[config.mk]
export PLATFORM = sky130hd
export DESIGN_NAME = ssort_ctrl
export DESIGN_NICKNAME = d
export VERILOG_FILES = /design/src/ssort_pkg.sv /design/src/ssort_ctrl.sv
export SDC_FILE = /design/constraint.sdc
export NUM_CORES = 1
export LEC_CHECK = 0
export BUFFER_PORTS_ARGS = -buffer_cell sky130_fd_sc_hd__buf_4
export CORE_AREA = 2 2 39 41
export CTS_BUF_LIST = sky130_fd_sc_hd__clkbuf_4 sky130_fd_sc_hd__clkbuf_8
export CTS_CLUSTER_DIAMETER = 30
export CTS_CLUSTER_SIZE = 14
export DETAILED_ROUTE_END_ITERATION = 6
export DIE_AREA = 0 0 41 43
export SLEW_MARGIN = 30
export SYNTH_ARGS = -nofsm -noshare
export SYNTH_HDL_FRONTEND = slang
export SYNTH_SLANG_ARGS = --single-unit
[constraint.sdc]
create_clock -name clk -period 2.2 [get_ports clk]
set_input_delay 0.11 -clock clk [delete_from_list [all_inputs] [get_ports clk]]
set_output_delay 0.11 -clock clk [all_outputs]
set_load 0.1 [all_outputs]
[src/ssort_pkg.sv]
// Shared types for the stable merge sorter: item structs and control/status bundles.
package ssort_pkg;

    localparam int VALUE_W = 32;

    typedef struct packed {
        logic signed [VALUE_W-1:0] value;
        logic                      final_item;
    } in_item_t;

    typedef struct packed {
        logic signed [VALUE_W-1:0] sorted_value;
        logic                      end_of_list;
        logic                      overflow;
    } out_item_t;

    typedef struct packed {
        logic load;
        logic sort_init;
        logic pass_start;
        logic pass_next;
        logic run_start;
        logic merge_step;
        logic out_start;
        logic out_fill;
        logic out_hold;
    } cmd_t;

    typedef struct packed {
        logic load_final;
        logic pass_over;
        logic list_over;
        logic run_last;
        logic out_taken;
        logic out_last;
    } status_t;

endpackage

[src/ssort_ctrl.sv]
// Sequencer for load, merge passes and output of the stable merge sorter.
module ssort_ctrl (
    input  logic              clk,
    input  logic              rst_n,
    input  ssort_pkg::status_t status,
    output ssort_pkg::cmd_t    cmd
);

    typedef enum logic [6:0] {
        S_LOAD      = 7'b0000001,
        S_SORT_INIT = 7'b0000010,
        S_PASS      = 7'b0000100,
        S_RUN       = 7'b0001000,
        S_MERGE     = 7'b0010000,
        S_OUT_FILL  = 7'b0100000,
        S_OUT_HOLD  = 7'b1000000
    } state_t;

    state_t state_reg;
    state_t state_next;

    always_ff @(posedge clk or negedge rst_n)
    begin
        if (!rst_n)
        begin
            state_reg <= S_LOAD;
        end
        else
        begin
            state_reg <= state_next;
        end
    end

    always_comb
    begin
        state_next = state_reg;
        cmd        = '0;
        case (state_reg)
            S_LOAD:
            begin
                cmd.load = 1'b1;
                if (status.load_final)
                begin
                    state_next = S_SORT_INIT;
                end
            end
            S_SORT_INIT:
            begin
                cmd.sort_init = 1'b1;
                state_next    = S_PASS;
            end
            S_PASS:
            begin
                if (status.pass_over)
                begin
                    cmd.out_start = 1'b1;
                    state_next    = S_OUT_FILL;
                end
                else
                begin
                    cmd.pass_start = 1'b1;
                    state_next     = S_RUN;
                end
            end
            S_RUN:
            begin
                if (status.list_over)
                begin
                    cmd.pass_next = 1'b1;
                    state_next    = S_PASS;
                end
                else
                begin
                    cmd.run_start = 1'b1;
                    state_next    = S_MERGE;
                end
            end
            S_MERGE:
            begin
                cmd.merge_step = 1'b1;
                if (status.run_last)
                begin
                    state_next = S_RUN;
                end
            end
            S_OUT_FILL:
            begin
                cmd.out_fill = 1'b1;
                state_next   = S_OUT_HOLD;
            end
            S_OUT_HOLD:
            begin
                cmd.out_hold = 1'b1;
                if (status.out_taken)
                begin
                    state_next = status.out_last ? S_LOAD : S_OUT_FILL;
                end
            end
            default:
            begin
                state_next = S_LOAD;
            end
        endcase
    end

endmodule

==> key figures <==
STA
  – Max Slew Vio Count: 0
  – Highest clock rate: 549.7 MHz
  – Fin. Hold Viols: 0
  – Period utilisation layout: 82.70%
  – Worst hold margin: 0.05396 ns
  – Final setup fails: 0
  – Setup Skew: 0.006319 ns
  – Worst slew pin tran: 0.3477 ns
  – Slew margin rel.: 76.82%
  – Final critical-path setup slack: 0.3807 ns
  – RSZ-0062 raised after global routing: false
  – Crit path time final: 1.819 ns

Floorplanning
  – Die H: 43 um
  – Core region area: 0.001384 sq mm
  – Die width: 41 um
  – Die area: 0.001763 sq mm
  – I/O pins: 17
  – Initial Util: 34.45%
  – Row count: 14

Global routing
  – Vias in the first global route: 427
  – First-pass GRT wire length: 1.883 mm
  – Initial antenna violation count: 0
  – GRT Util Overall: 16.85%
  – Largest net degree at the start of global routing: 8
  – Remaining global-route overflow: 0

Place
  – Post-DP HPWL: 922.5 um
  – Setup WS pre-CTS: 0.6438 ns
  – Cells after DPL: 87
  – Final GP Congestion: 0.7478
  – Number of buffers added on ports: 16

Setup path
  – Slowest stage delay, CP: 0.46 ns
  – Crit end category: output pin
  – Worst EP arrival: 1.71 ns
  – Crit path max fanout: 6
  – Critical Path, Cell by Cell: nor2_2 > nand2_2 > nor4b_4 > buf_4
  – CP Data Required Time: 2.09 ns
  – WS Path Type: reg2out
  – CP Launch Type: flop
  – CP max-delay cell: dfrtp_1

Clocking
  – Clock-pin slew on the worst setup and hold paths: 0.05 ns
  – Root Buffer: clkbuf_4
  – CTS Buf Count: 3
  – H-tree depth: 1
  – Worst-Skew Late Latency: 0.25 ns
  – CTS tree: done
  – Post-CTS sizing: 0
  – Max Buffers Root-to-Sink: 2
  – Sink Count: 7

Finish
  – Max reg flops: 7
  – Share of layout cells above drive strength 1: 40.79%
  – Nets: 85
  – Area grow syn2layout: 41.99%
  – # fillers: 142
  – Antenna diodes: 0
  – Seq. cell area: 176.4 sq um
  – Area of the multi-input gates: 297.8 sq um
  – Finished Layout Cells: 92
  – Final core utilization: 48.92%

Synth
  – Syn nets: 63
  – Gate Count Post-Synth: 55
  – Yosys reg bits: 7
  – Area leader, netlist: dfrtp_1
  – Number of synthesized flops with an enable pin: 0
  – Mapped Area: 476.7 sq um
  – Most common cell in the synthesized netlist: nor2_1
  – Synth top area cells: dfrtp_1, nor2_1, nor3_2, dfstp_2, nor4b_4
  – Commonest cells in the netlist: nor2_1, dfrtp_1, inv_1
  – Synthesis Warnings: 0
  – Post-Syn Area per Cell: 8.667 sq um
  – Seq/Total Area, Yosys: 37.01%
  – Asr flop ratio synth: 100.0%
  – Ys flop type: dfrtp_1
  – Yosys top cell area share: 31.50%
  – Synth cell types: 26

Routing
  – Vias after detailed routing: 462
  – Drt first pass iters: 4
  – Met2 wire len: 573 um
  – Routed WL: 1.147 mm
  – DRC viols: 0
  – Metal-1 WL: 510 um
  – Initial detailed-routing violation count: 11
  – Detail-routed via count per cell: 5.022
  – Antenna-violating nets left: 0
  – Routed len/inst: 12.47 um
  – Top layer in use: met4
  – Metal3 WL: 41 um

Power and ir drop
  – Total power: 754.1 uW
  – PD cells: 1114 mW/mm^2
  – Clk pwr share: 17.0%
  – Comb power frac: 55.8%
  – Internal: 364.7 uW
  – Sw frac: 51.64%
  – Switching pwr: 389.4 uW
  – VDD IR max: 0.4282 mV
  – Sequential share of power: 27.2%
  – Leak: 0.3112 nW

Run
  – Max_cap viols: 0

Status
  – Status: finished, final reports clean

Worst hold path
  – Hold Path Class: in2reg
-- cells in the final DEF, fill, tap and decap left out, types with 2 or more instances in the layout --
cell      count
a21oi_1       2
nand2_2       2
nor3_1        2
nand4_1       2
clkbuf_4      4
nor2_2        2
nor3b_1       2
nor3_2        3
nand3_1       2
nor4b_4       2
nand2b_1      3
inv_1         5
buf_4        16
nor2_1        9
dfrtp_1       6
-- power by group through the flow --
stage,sequential [mW],combinational [mW],clock [mW]
finish,0.205,0.421,0.128
global route,0.207,0.451,0.150
CTS,0.203,0.425,0.134
detailed placement,0.205,0.421,0
global placement,0.204,0.422,0
floorplan,0.195,0.343,0
-- kinds of logic (layout without fill, tap and decap cells) --
group / Yosys count / in the layout / synth area share [%]
and+or+nand+nor: 33 / 33 / 46.19
AOI/OAI and AO/OA: 8 / 8 / 10.24
DFF: 7 / 7 / 37.01
buffers and inverters: 6 / 27 / 4.724
xor gates and xnor gates: 1 / 1 / 1.838
-- what timing repair did --
item                      4_1_cts  5_1_grt
hold buffers                    1        0
setup buffers                   0        0
hold endpoints to repair        7        0
-- final timing paths --
path	start	end	slack, ns	cells past startpoint
hold reg to reg	state_reg[5]$_DFFE_PN0P_	state_reg[4]$_DFFE_PN0P_	0.73	3
setup / recovery	state_reg[5]$_DFFE_PN0P_	cmd[6]	0.38	4
max in group asynchronous	rst_n	state_reg[0]$_DFFE_PN1P_	1.79	2
setup reg to reg	state_reg[3]$_DFFE_PN0P_	state_reg[0]$_DFFE_PN1P_	0.80	5
min in group asynchronous	rst_n	state_reg[1]$_DFFE_PN0P_	0.20	2
hold / removal	status[1]	state_reg[6]$_DFFE_PN0P_	0.05	2
-- critical path: cells and delay by family, from the launching register on --
kind,cells,cell delay (ns)
buffers and inverters,1,0.34
flip-flops,1,0.46
AND/OR/NAND/NOR,3,0.66
-- per-layer routing --
metal | vias to the layer above | track usage, %
met4 | 0 | 10.00
met5 | - | 0
met1 | 216 | 20.92
met3 | 2 | 7.853
met2 | 12 | 22.81
li1 | 232 | -
-- cell type report --
cell class	count	area share [%]
multi-input cells	42	43.99
flip-flops and latches	7	26.06
repair buffers	17	19.22
clock buffers	4	4.436
inverters	6	3.327
well taps	16	2.957
-- through the flow --
| step | instance area (sq um) | setup TNS, ns |
|---|---|---|
| after floorplan | 496.7 | -0.1029 |
| after global placement | 636.9 | 0 |
| after detailed placement | 636.9 | 0 |
| after CTS | 676.9 | 0 |
| after global routing | 676.9 | 0 |
| final | 676.9 | 0 |
(Power assumes the default switching activity.)
